--- config.mk ---
export PLATFORM = sky130hd
export DESIGN_NAME = content_type_sniffer_unit
export DESIGN_NICKNAME = d
export VERILOG_FILES = /design/src/rtl/cts_pkg.sv /design/src/rtl/cts_match.sv /design/src/rtl/content_type_sniffer_unit.sv
export SDC_FILE = /design/constraint.sdc
export NUM_CORES = 1
export LEC_CHECK = 0
export BUFFER_PORTS_ARGS = -buffer_cell sky130_fd_sc_hd__buf_2
export CAP_MARGIN = 10
export CORE_ASPECT_RATIO = 1.1
export CORE_MARGIN = 5
export CORE_UTILIZATION = 45
export CTS_CLUSTER_DIAMETER = 150
export DETAILED_ROUTE_END_ITERATION = 10
export GPL_TIMING_DRIVEN = 0
export SYNTH_ARGS = -nofsm -noshare
export SYNTH_HDL_FRONTEND = slang
export SYNTH_HIERARCHICAL = 1
export SYNTH_SLANG_ARGS = --single-unit
--- constraint.sdc ---
create_clock -name clk -period 5.1 [get_ports clk]
set_input_delay 0.765 -clock clk [delete_from_list [all_inputs] [get_ports clk]]
set_output_delay 0.765 -clock clk [all_outputs]
set_load 0.005 [all_outputs]
--- src/rtl/cts_pkg.sv ---
// Shared types, pattern tables and result codes for the content type sniffer.
`default_nettype none

package cts_pkg;

    // Number of HTML openings and binary signatures
    localparam int HTML_COUNT = 5;
    localparam int SIG_COUNT  = 4;

    // Longest HTML opening; the tag offset saturates here
    localparam logic [4:0] TAG_MAX = 5'd17;

    // Pattern text, index 0 is the first byte; unused tail bytes are zero
    typedef logic [0:16][7:0] html_text_t;
    typedef logic [0:3][7:0]  sig_text_t;

    localparam html_text_t HTML_TEXT [HTML_COUNT] = '{
        {"<html", 96'h0},
        {"<head", 96'h0},
        {"<title", 88'h0},
        {"<!doctype html", 24'h0},
        {"<!-- html listing"}
    };

    localparam logic [4:0] HTML_LEN [HTML_COUNT] = '{
        5'd5, 5'd5, 5'd6, 5'd14, 5'd17
    };

    localparam sig_text_t SIG_TEXT [SIG_COUNT] = '{
        {"gif8"},
        {8'h89, "png"},
        {8'hFF, 8'hD8, 16'h0},
        {"bm", 16'h0}
    };

    localparam logic [2:0] SIG_LEN [SIG_COUNT] = '{
        3'd4, 3'd4, 3'd2, 3'd2
    };

    // Result codes
    typedef enum logic [2:0] {
        TYPE_BINARY = 3'd0,
        TYPE_HTML   = 3'd1,
        TYPE_TEXT   = 3'd2,
        TYPE_GIF    = 3'd3,
        TYPE_PNG    = 3'd4,
        TYPE_JPEG   = 3'd5,
        TYPE_BMP    = 3'd6
    } type_code_t;

    localparam type_code_t SIG_CODE [SIG_COUNT] = '{
        TYPE_GIF, TYPE_PNG, TYPE_JPEG, TYPE_BMP
    };

    // Per-pattern mismatch flags for one byte
    typedef struct packed {
        logic [HTML_COUNT-1:0] html;
        logic [SIG_COUNT-1:0]  sig;
    } match_t;

endpackage

`default_nettype wire

--- src/rtl/cts_match.sv ---
// Byte comparator: flags which HTML openings and signatures a byte breaks.
`default_nettype none

module cts_match (
    input  logic [7:0]      data_byte,
    input  logic [4:0]      tag_offset,
    input  logic [2:0]      lead_offset,
    output cts_pkg::match_t miss
);
    import cts_pkg::*;

    logic [7:0] folded;

    // ASCII upper case folds to lower case
    always_comb
    begin
        if (data_byte >= 8'h41 && data_byte <= 8'h5A)
            folded = data_byte + 8'd32;
        else
            folded = data_byte;
    end

    // Compare against every pattern at its current position
    always_comb
    begin
        miss = '0;
        for (int k = 0; k < HTML_COUNT; k++)
        begin
            if (tag_offset < HTML_LEN[k] && folded != HTML_TEXT[k][tag_offset])
                miss.html[k] = 1'b1;
        end
        for (int k = 0; k < SIG_COUNT; k++)
        begin
            if (lead_offset < SIG_LEN[k] && folded != SIG_TEXT[k][lead_offset[1:0]])
                miss.sig[k] = 1'b1;
        end
    end

endmodule

`default_nettype wire

--- src/rtl/content_type_sniffer_unit.sv ---
// Content type sniffer top level: input register, match logic, result register.
// A resource's result is registered once its ending word leaves the input register.
// Throughput: one byte word per cycle; the input register and the result register
// are the only stages, so a new word is taken every cycle unless the result is held.
// Reset: rst_n clears all match state and both valid flags asynchronously.
`default_nettype none

module content_type_sniffer_unit #(
    parameter int ASCII_WINDOW = 256
) (
    input  logic       clk,
    input  logic       rst_n,
    input  logic       in_valid,
    output logic       in_stall,
    input  logic [7:0] data_byte,
    input  logic       last_byte,
    input  logic       is_empty,
    input  logic       url_is_text,
    output logic       out_valid,
    input  logic       out_stall,
    output logic [2:0] type_code,
    output logic       use_url_type
);
    import cts_pkg::*;

    localparam int SEEN_CAP = ASCII_WINDOW + 4;
    localparam int SEEN_W   = $clog2(SEEN_CAP + 1);

    // Input register
    logic       s1_valid_reg, s1_valid_next;
    logic [7:0] s1_data_reg;
    logic       s1_last_reg;
    logic       s1_empty_reg;
    logic       s1_url_reg;

    // Resource state
    logic                  past_space_reg, past_space_next;
    logic [4:0]            tag_offset_reg, tag_offset_next;
    logic [HTML_COUNT-1:0] html_alive_reg, html_alive_next;
    logic [SIG_COUNT-1:0]  sig_alive_reg, sig_alive_next;
    logic [SEEN_W-1:0]     bytes_seen_reg, bytes_seen_next;
    logic                  non_ascii_reg, non_ascii_next;

    // Result register
    logic       out_valid_reg, out_valid_next;
    type_code_t type_code_reg, type_code_next;
    logic       use_url_reg, use_url_next;

    // Handshake
    logic in_take;
    logic out_free;
    logic s1_ends;
    logic s1_go;
    logic s1_fire;

    // Byte update path
    logic                  is_space;
    logic                  past_upd;
    logic [4:0]            tag_upd;
    logic [HTML_COUNT-1:0] html_upd;
    logic [SIG_COUNT-1:0]  sig_upd;
    logic [SEEN_W-1:0]     seen_upd;
    logic                  non_ascii_upd;
    logic [2:0]            lead_offset;
    match_t                miss;
    logic                  html_hit;
    type_code_t            code;

    // Pipeline control: a word that ends a resource needs room in the result register
    always_comb
    begin
        out_free  = !out_valid_reg || !out_stall;
        s1_ends   = s1_empty_reg || s1_last_reg;
        s1_go     = !s1_ends || out_free;
        s1_fire   = s1_valid_reg && s1_go;
        in_stall  = s1_valid_reg && !s1_go;
        in_take   = in_valid && !in_stall;
        s1_valid_next  = in_take || (s1_valid_reg && !s1_go);
        out_valid_next = (s1_fire && s1_ends) || (out_valid_reg && out_stall);
    end

    // Position of the byte among the first few of the resource
    always_comb
    begin
        if (bytes_seen_reg >= SEEN_W'(4))
            lead_offset = 3'd4;
        else
            lead_offset = bytes_seen_reg[2:0];
    end

    cts_match u_match (
        .data_byte   (s1_data_reg),
        .tag_offset  (tag_offset_reg),
        .lead_offset (lead_offset),
        .miss        (miss)
    );

    // State after taking the byte in the input register (no change for an empty mark)
    always_comb
    begin
        is_space = (s1_data_reg == 8'h20) ||
                   (s1_data_reg >= 8'h09 && s1_data_reg <= 8'h0D);
        past_upd      = past_space_reg;
        tag_upd       = tag_offset_reg;
        html_upd      = html_alive_reg;
        sig_upd       = sig_alive_reg;
        seen_upd      = bytes_seen_reg;
        non_ascii_upd = non_ascii_reg;
        if (!s1_empty_reg)
        begin
            sig_upd = sig_alive_reg & ~miss.sig;
            if (bytes_seen_reg < SEEN_W'(ASCII_WINDOW) && s1_data_reg[7])
                non_ascii_upd = 1'b1;
            if (past_space_reg || !is_space)
            begin
                past_upd = 1'b1;
                html_upd = html_alive_reg & ~miss.html;
                if (tag_offset_reg < TAG_MAX)
                    tag_upd = tag_offset_reg + 5'd1;
            end
            if (bytes_seen_reg < SEEN_W'(SEEN_CAP))
                seen_upd = bytes_seen_reg + SEEN_W'(1);
        end
    end

    // Classification by priority: HTML, signatures in order, then text or binary
    always_comb
    begin
        html_hit = 1'b0;
        for (int k = 0; k < HTML_COUNT; k++)
        begin
            if (html_upd[k] && tag_upd >= HTML_LEN[k])
                html_hit = 1'b1;
        end
        code = non_ascii_upd ? TYPE_BINARY : TYPE_TEXT;
        for (int k = SIG_COUNT - 1; k >= 0; k--)
        begin
            if (sig_upd[k] && seen_upd >= SEEN_W'(SIG_LEN[k]))
                code = SIG_CODE[k];
        end
        if (html_hit)
            code = TYPE_HTML;
        type_code_next = code;
        use_url_next   = (code == TYPE_TEXT) && s1_url_reg;
    end

    // Next resource state: clear after the ending word
    always_comb
    begin
        past_space_next = past_space_reg;
        tag_offset_next = tag_offset_reg;
        html_alive_next = html_alive_reg;
        sig_alive_next  = sig_alive_reg;
        bytes_seen_next = bytes_seen_reg;
        non_ascii_next  = non_ascii_reg;
        if (s1_fire)
        begin
            if (s1_ends)
            begin
                past_space_next = 1'b0;
                tag_offset_next = '0;
                html_alive_next = '1;
                sig_alive_next  = '1;
                bytes_seen_next = '0;
                non_ascii_next  = 1'b0;
            end
            else
            begin
                past_space_next = past_upd;
                tag_offset_next = tag_upd;
                html_alive_next = html_upd;
                sig_alive_next  = sig_upd;
                bytes_seen_next = seen_upd;
                non_ascii_next  = non_ascii_upd;
            end
        end
    end

    // Control and state registers
    always_ff @(posedge clk or negedge rst_n)
    begin
        if (!rst_n)
        begin
            s1_valid_reg   <= 1'b0;
            out_valid_reg  <= 1'b0;
            past_space_reg <= 1'b0;
            tag_offset_reg <= '0;
            html_alive_reg <= '1;
            sig_alive_reg  <= '1;
            bytes_seen_reg <= '0;
            non_ascii_reg  <= 1'b0;
        end
        else
        begin
            s1_valid_reg   <= s1_valid_next;
            out_valid_reg  <= out_valid_next;
            past_space_reg <= past_space_next;
            tag_offset_reg <= tag_offset_next;
            html_alive_reg <= html_alive_next;
            sig_alive_reg  <= sig_alive_next;
            bytes_seen_reg <= bytes_seen_next;
            non_ascii_reg  <= non_ascii_next;
        end
    end

    // Payload registers
    always_ff @(posedge clk)
    begin
        if (in_take)
        begin
            s1_data_reg  <= data_byte;
            s1_last_reg  <= last_byte;
            s1_empty_reg <= is_empty;
            s1_url_reg   <= url_is_text;
        end
        if (s1_fire && s1_ends)
        begin
            type_code_reg <= type_code_next;
            use_url_reg   <= use_url_next;
        end
    end

    assign out_valid    = out_valid_reg;
    assign type_code    = type_code_reg;
    assign use_url_type = use_url_reg;

endmodule

`default_nettype wire

# [Word-level counts from Yosys, hierarchy flattened]
# Memories as Yosys holds them, arrays and structs flattened.
# Cells that the tools add are included.
[word_totals] memories=5 mem_bits_ro=1280 regBits=42 out_inout_bits=6
[mem_list] name="(name not given)" depth=32 width=8 rd=1 rd_ports_with_merged_regs=0 wr=0 line="cts_match.sv:29" rtl="if (tag_offset < HTML_LEN[k] && folded != HTML_TEXT[k][tag_offset])"
[mem_list] name="(name not given)" depth=32 width=8 rd=1 rd_ports_with_merged_regs=0 wr=0 line="cts_match.sv:29"
[mem_list] name="(name not given)" depth=32 width=8 rd=1 rd_ports_with_merged_regs=0 wr=0 line="cts_match.sv:29"
[mem_list] name="(name not given)" depth=32 width=8 rd=1 rd_ports_with_merged_regs=0 wr=0 line="cts_match.sv:29"
[mem_list] name="(name not given)" depth=32 width=8 rd=1 rd_ports_with_merged_regs=0 wr=0 line="cts_match.sv:29"
[classes] eq_ne=12 bitwise=6 n_reduce_logical=42 magnitude_cmp=21 add_sub_neg=3 muxes=62
[op_table] operator="two-way mux 8 bit" count=19
[op_table] operator="inequality test 8 bit" count=9
[op_table] operator="binary-select mux 8 bit (select 2 bit)" count=4
[op_table] operator="two-way mux 5 bit" count=7
[op_table] operator="logical AND 1 bit" count=27
[op_table] operator="two-way mux 9 bit" count=3
[op_table] operator="two-way mux 1 bit" count=20
[op_table] operator=">= comparator 9 x 3 -> 1 bit, second input constant" count=2
[op_table] operator="less-than comparator 9 bit, second input constant" count=2
[op_table] operator="two-way mux 3 bit" count=6
[op_table] operator=">= comparator 5 x 3 -> 1 bit, second input constant" count=2
[op_table] operator="less-than comparator 5 x 3 -> 1 bit, second input constant" count=2
[op_table] operator="adder 9 x 1 -> 9 bit, second input constant" count=1
[op_table] operator=">= comparator 9 x 2 -> 1 bit, second input constant" count=1
[op_table] operator="adder 8 x 6 -> 8 bit, second input constant" count=1
[op_table] operator="equality test 8 x 6 -> 1 bit, second input constant" count=1
[op_table] operator=">= comparator 8 x 4 -> 1 bit, second input constant" count=1
[op_table] operator=">= comparator 8 x 7 -> 1 bit, second input constant" count=1
[op_table] operator="<= comparator 8 x 4 -> 1 bit, second input constant" count=1
[op_table] operator="<= comparator 8 x 7 -> 1 bit, second input constant" count=1
[op_table] operator="two-way mux 4 bit" count=2
[op_table] operator="logical OR 1 bit" count=7
[op_table] operator=">= comparator 6 bit, second input constant" count=1
[op_table] operator="logical NOT 1 bit" count=6
[op_table] operator="other kinds (19)" count=19

# [Longest topological paths before layout]
# Gate-level depths: netlist of the first run.
[depth] word_depth=20 mapped_depth=17

# [Cells and area by module]
# Netlist of the first run, hierarchy kept.
[modules_own_cells] mod="content_type_sniffer_unit" area_each_um2=2318.5 n_inst=1 cells_per_inst=235 seq_area_each_um2=1137.3
[modules_own_cells] mod="cts_match" area_each_um2=1477.7 n_inst=1 cells_per_inst=215 seq_area_each_um2=0.0

# [Worst setup path after synthesis of the first run]
# Ideal clock, no wire load.
[synth_path] path_type="reg-to-reg" start="reg bytes_seen_reg[3]" end="reg use_url_reg (netlist: use_url_type) (data pin)" required_ns=4.930 path_stages_with_launch=17 arrival_ns=3.478 period_less_slack_ns=3.647 setup_slack_ns=1.453 path_buffers=1 cell_sequence="dfrtp_1 -> clkbuf_1 -> nor3_1 -> nand2_1 -> nor3_1 -> inv_1 -> nor2_1 -> inv_1 -> ha_1 -> or4_1 -> a211o_1 -> o31a_1 -> inv_1 -> o21ai_0 -> o21ba_2 -> o221ai_1 -> nor4_2"
[synth_lines] item="start, declared" line="content_type_sniffer_unit.sv:41" rtl="logic [SEEN_W-1:0] bytes_seen_reg, bytes_seen_next;"
[synth_lines] item="start signal, assigned" line="content_type_sniffer_unit.sv:201" rtl="bytes_seen_reg <= bytes_seen_next;"
[synth_lines] item="end signal, assigned" line="content_type_sniffer_unit.sv:219" rtl="use_url_reg <= use_url_next;"
[synth_lines] item="end, declared" line="content_type_sniffer_unit.sv:47" rtl="logic use_url_reg, use_url_next;"

==> impl_metrics.ini, run 1 <==
[cells_and_area]
largest_register_ffs = 9
fin_area_mm2 = 0.00415
insertedDiodeCount = 0
nets = 506
syn2layout_area_growth_pct = 9.20
final_cells = 589
drive_gt1_share_pct = 16.1
postLayoutCoreUtil_pct = 49.8

[sta]
hold_viol = 0
final.setup.tns_ps = 0
worst_pin_slew_ps = 1030
drv_slew = 0
period_needed_ps = 4380
fmax_ghz = 0.228
rsz0062_at_grt = no
holdWs_ps = 485
relSlewSlack_pct = 31.2
clock_skew_ps = 8.18
setup_viol = 0
finalCritPeriodShare_pct = 86.0
setup_slack_ps = 716

[pwr]
leakagePower_nw = 1.62
power.internal_uw = 668
switching_power_uw = 334
p_clk_share_pct = 26.4
total_power_mw = 1.00
power.share.switching_pct = 33.3
power_frac_seq_pct = 42.1
p_per_area_mw_per_mm2 = 242
ir_drop_uv = 173
p_comb_share_pct = 31.5

[clock_network]
cts_root_buffer = clkbuf_8
cts_resized = 0
postCtsSetupRepairBufs = 0
cts_buffers = 5
clk_path_buf_depth = 2
cts_tree = built
cts-htree-levels = 2
clk_pin_slew_ps = 80
numClockSinks = 42
hold_buffers = 0
clk_latency_ps = 300

[detailed_routing]
vias_per_cell = 6.13
drc = 0
route.antenna.remaining_nets = 0
drt-pass1-iter-count = 5
drtIter0Drc = 160
routedWlPerCell_um = 17.3
num_vias = 3608
wl_mm = 10.2

[die]
io_pins = 21
start_util_pct = 45.6
fp.dieW_um = 97.6
core_area_mm2 = 0.00832
rows = 35
dieHeight_um = 106
dieArea_mm2 = 0.0104

[logic_synthesis]
synth_top_family_by_area = compound AO/OA/AOI/OAI gates
synth-compound-area-share_pct = 26.6
synthMuxAreaShare_pct = 3.49
async_flop_share_pct = 64.3
synth_seq_cells = 42
synth_simple_gate_area_share_pct = 24.0
synth_area_leaders = dfrtp_1 12%, edfxtp_1 12%, dfstp_2 6.2%, o21ai_0 5.0%, ha_1 4.6%
yosys.area.top_type = dfrtp_1
synth_xor_area_share_pct = 5.77
synth_cells = 450
netlist.area_leader.share_pct = 11.9
synth_cell_types = 84
syn-num-nets = 479
yosys-top-cells-count = 42 x nand2_1, 38 x o21ai_0, 25 x nor2_1, 21 x a21oi_1
synth_seq_area_share_pct = 30.0
syn_area_per_cell_um2 = 8.44
yosysMostFrequentCell = nand2_1
yosysWarnings = 6
synth-edff-count = 15
synth_ff_type = dfrtp_1
syn_area_mm2 = 0.00380
synth_adder_area_share_pct = 4.61

[place]
portBuffers = 20
pre_cts_ws_ps = 794
placed_cells = 581
place.gp.congestion = 0.904
placed_area_mm2 = 0.00404
dpl.hpwl_mm = 7.64

[grt]
first_global_vias = 3331
grt_usage_pct = 19.4
grt_max_degree = 28
grt_pass1_wl_mm = 16.6
grt_remaining_overflow = 0
antenna_found_initial = 0

[worst_setup_path]
critPathKind = register to register
rrSetupSlack_ps = 720
cp.arrival_ps = 4500
end_kind = register
critPathMaxFanout = 9
crit_required_ps = 5220
setup.worst_path.start_class = register

[job]
cap_violations = 0

[worst_hold_path]
min_path_type = primary input to async pin

[status]
outcome = finished, final reports clean
placed cells by master, fill, tap and decap left out, types with 5 or more instances in the layout:
cell       n
a21o_1     9
a21oi_1   21
a31oi_1   11
buf_2     25
clkbuf_1  15
clkbuf_8   5
dfrtp_1   18
dfstp_2    9
edfxtp_1  15
ha_1      14
inv_1     18
mux2i_1    5
nand2_1   42
nand2b_1  11
nand3_1   16
nand4_1    6
nor2_1    25
nor3_1    14
nor4_1    10
o211ai_1   9
o21ai_0   38
o22ai_1    5
o31ai_1    6
xnor2_1    8
xor2_1    17
metal layers:
metal	routed length (um)	GRT usage [%]	vias up
li1	-	-	1736
met1	4520	24.8	1740
met2	5070	35.3	116
met3	424	1.84	16
met4	168	4.85	0
met5	0	0	-
worst max-delay path, cell delays in order (launching register included):
cell,delay [ps]
dfrtp_1,370
clkbuf_1,190
nor3_1,270
nand2_1,140
nor3_1,200
inv_1,150
nor2_1,440
inv_1,160
ha_1,260
or4_1,520
a211o_1,310
o31a_1,230
inv_1,60
o21ai_0,140
o21ba_2,290
o221ai_1,150
nor4_2,330
worst paths after layout:
kind	from	end	depth (start not counted)
max	bytes_seen_reg[3]$_DFFE_PN0P_	use_url_type$_DFFE_PP_	16
min	rst_n	non_ascii_reg$_DFFE_PN0P_	1
max reg2reg	bytes_seen_reg[3]$_DFFE_PN0P_	use_url_type$_DFFE_PP_	16
min reg2reg	non_ascii_reg$_DFFE_PN0P_	non_ascii_reg$_DFFE_PN0P_	2
max in group asynchronous	rst_n	tag_offset_reg[3]$_DFFE_PN0P_	1
min in group clk	non_ascii_reg$_DFFE_PN0P_	non_ascii_reg$_DFFE_PN0P_	2
logic make-up (layout without fill, tap and decap cells):
family | count (synthesis) | count (layout)
multiplexers | 11 | 11
adder cells (fa/ha/maj) | 14 | 14
XOR/XNOR | 25 | 25
flip-flops | 42 | 42
AND/OR/NAND/NOR | 166 | 166
buffers and inverters | 48 | 76
AO/OA/AOI/OAI | 144 | 144
power by group through the flow:
| stage | sequential, mW | combinational, mW | clock [mW] |
|---|---|---|---|
| after floorplan | 0.420 | 0.236 | 0 |
| after global placement | 0.428 | 0.306 | 0 |
| after detailed placement | 0.429 | 0.311 | 0 |
| after CTS | 0.422 | 0.313 | 0.271 |
| after global routing | 0.428 | 0.347 | 0.288 |
| final | 0.422 | 0.316 | 0.265 |
layout make-up:
class / count / area (um2)
Clock inverter: 2 / 37.5
Multi-Input combinational cell: 360 / 2440
Tap cell: 111 / 139
Fill cell: 826 / 4180
Sequential cell: 42 / 1140
Buffer: 27 / 135
Inverter: 21 / 78.8
Clock buffer: 6 / 72.6
Timing Repair Buffer: 20 / 100
No activity file was read; power rests on OpenSTA's default activity.
==> run 2: changes to the inputs <==
--- a/config.mk
+++ b/config.mk
@@ -10,8 +10,9 @@
 export CORE_ASPECT_RATIO = 1.1
 export CORE_MARGIN = 5
-export CORE_UTILIZATION = 45
+export CORE_UTILIZATION = 62
 export CTS_CLUSTER_DIAMETER = 150
 export DETAILED_ROUTE_END_ITERATION = 10
 export GPL_TIMING_DRIVEN = 0
+export PLACE_DENSITY = 0.87
 export SYNTH_ARGS = -nofsm -noshare
 export SYNTH_HDL_FRONTEND = slang
==> constraint.sdc (replaced) <==
create_clock -name clk -period 5.1 [get_ports clk]
set_input_delay 1.02 -clock clk [delete_from_list [all_inputs] [get_ports clk]]
set_output_delay 1.02 -clock clk [all_outputs]
set_load 0.005 [all_outputs]
==> impl_metrics.ini, run 2 (synthesis gave the netlist of run 1 again) <==
[pwr]
p_clk_share_pct = 22.2
total_power_uw = 949
power.internal_uw = 619
ir_drop_uv = 329
leakagePower_nw = 1.62
p_comb_share_pct = 33.4
power.share.switching_pct = 34.8
p_per_area_mw_per_mm2 = 232
switching_power_uw = 330
power_frac_seq_pct = 44.4

[place]
placed_area_mm2 = 0.00400
dpl.hpwl_mm = 7.61
portBuffers = 20
place.gp.congestion = 0.980

[clock_network]
cts-htree-levels = 2
cts_resized = 0
postCtsSetupRepairBufs = 0
cts_root_buffer = clkbuf_8
clk_path_buf_depth = 2
clk_latency_ps = 300
cts_buffers = 5
numClockSinks = 42
cts_tree = built
hold_buffers = 0
clk_pin_slew_ps = 80

[worst_hold_path]
hold_depth = 1
min_path_type = register to register
worstHoldEndpoint = sig_alive_reg[2]$_DFFE_PN1P_
hold_path.startpoint = sig_alive_reg[2]$_DFFE_PN1P_

[grt]
grt_usage_pct = 26.9
grt_pass1_wl_mm = 17.2
grt_remaining_overflow = 0
first_global_vias = 3650
grt_max_degree = 28
antenna_found_initial = 0

[sta]
worst_pin_slew_ps = 1020
period_needed_ps = 4490
hold_viol = 0
drv_slew = 0
clock_skew_ps = 10.1
relSlewSlack_pct = 32.1
setup_viol = 0
final.setup.tns_ps = 0
finalCritPeriodShare_pct = 87.9
fmax_ghz = 0.223
rsz0062_at_grt = no

[cells_and_area]
n_fill_cell = 505
syn2layout_area_growth_pct = 7.55
regArea_mm2 = 0.00114
drive_gt1_share_pct = 16.1
nets = 506
largest_register_ffs = 9
final_cell_mix = 42 x nand2_1, 38 x o21ai_0, 25 x nor2_1, 25 x buf_2, 21 x a21oi_1
fin_area_mm2 = 0.00408
layout_commonest_cell = nand2_1
multi_input_area_mm2 = 0.00244
insertedDiodeCount = 0
postLayoutCoreUtil_pct = 67.1

[worst_setup_path]
timing.rr.end = use_url_type$_DFFE_PP_
critPathMaxFanout = 9
cp.arrival_ps = 4620
crit_required_ps = 5240
cp_num_buf_inv = 4
cp_common_cell = inv_1
end_kind = register
r2r_cells = 16
crit_slowest_cell = or4_1
crit_family = simple AND/OR/NAND/NOR gates
setup.worst_path.start_class = register
worstPathCellList = clkbuf_1 > nor3_1 > nand2_1 > nor3_1 > inv_1 > nor2_1 > inv_1 > ha_1 > or4_1 > a211o_1 > o31a_1 > inv_1 > o21ai_0 > o21ba_2 > o221ai_1 > nor4_2
rrSetupSlack_ps = 610
critPathMaxStageDelay_ps = 530
r2r-start = bytes_seen_reg[3]$_DFFE_PN0P_
critPathKind = register to register

[detailed_routing]
wl_mm = 10.3
num_vias = 3753
drt-pass1-iter-count = 5
vias_per_cell = 6.73
route.antenna.remaining_nets = 0
drtIter0Drc = 291
routedWlPerCell_um = 18.4
drc = 0

[status]
outcome = finished, final reports clean

[die]
fp.dieW_um = 84.6
core_area_mm2 = 0.00608
dieHeight_um = 92.1
start_util_pct = 62.4
dieArea_mm2 = 0.00779
rows = 30
io_pins = 21

[job]
cap_violations = 0
-- run 2: cell types whose count changed in the layout (fill, tap and decap cells not counted), sizes merged --
cell      before  now
bufinv         1    0
clkinv         0    2
clkinvlp       1    0
-- run 2: area by class of cell --
type | count | share of cell area, %
multi-input combinational | 360 | 59.9
sequential | 42 | 27.9
buffer | 27 | 3.31
timing repair buffer | 20 | 2.45
tap | 80 | 2.45
inverter | 21 | 1.93
clock buffer | 6 | 1.78
clock inverter | 2 | 0.337
-- run 2: worst max path at each step --
stage | from | end | slack (ps) | cells after the start
2_1_floorplan | bytes_seen_reg[3]$_DFFE_PN0P_ | use_url_type$_DFFE_PP_ | 1450 | 16
3_3_place_gp | bytes_seen_reg[3]$_DFFE_PN0P_ | use_url_type$_DFFE_PP_ | 970 | 16
3_5_place_dp | bytes_seen_reg[3]$_DFFE_PN0P_ | use_url_type$_DFFE_PP_ | 740 | 16
4_1_cts | bytes_seen_reg[3]$_DFFE_PN0P_ | use_url_type$_DFFE_PP_ | 730 | 16
5_1_grt | bytes_seen_reg[3]$_DFFE_PN0P_ | use_url_type$_DFFE_PP_ | 220 | 16
6_report | bytes_seen_reg[3]$_DFFE_PN0P_ | use_url_type$_DFFE_PP_ | 610 | 16
-- run 2: metrics by stage --
step,cells,setup WS [ps],hold slack [ps]
global route,558,224,527
CTS,558,726,515
finish,558,615,512
global placement,550,972,482
floorplan,450,1450,463
detailed placement,550,744,489
-- run 2: power by group through the flow --
stage	Combinational, mW	Clock [mW]	Sequential, mW
6_report	0.317	0.211	0.422
5_1_grt	0.349	0.230	0.426
4_1_cts	0.312	0.215	0.421
3_5_place_dp	0.310	0	0.428
3_3_place_gp	0.299	0	0.426
2_1_floorplan	0.236	0	0.420
-- run 2: metal layers --
| layer | part of all wire (%) | wire [um] | global-route usage, % |
|---|---|---|---|
| met5 | 0 | 0 | 0 |
| met1 | 39 | 3980 | 33.3 |
| met2 | 49 | 5000 | 44.2 |
| met3 | 8.2 | 843 | 3.68 |
| met4 | 4.6 | 473 | 16.2 |
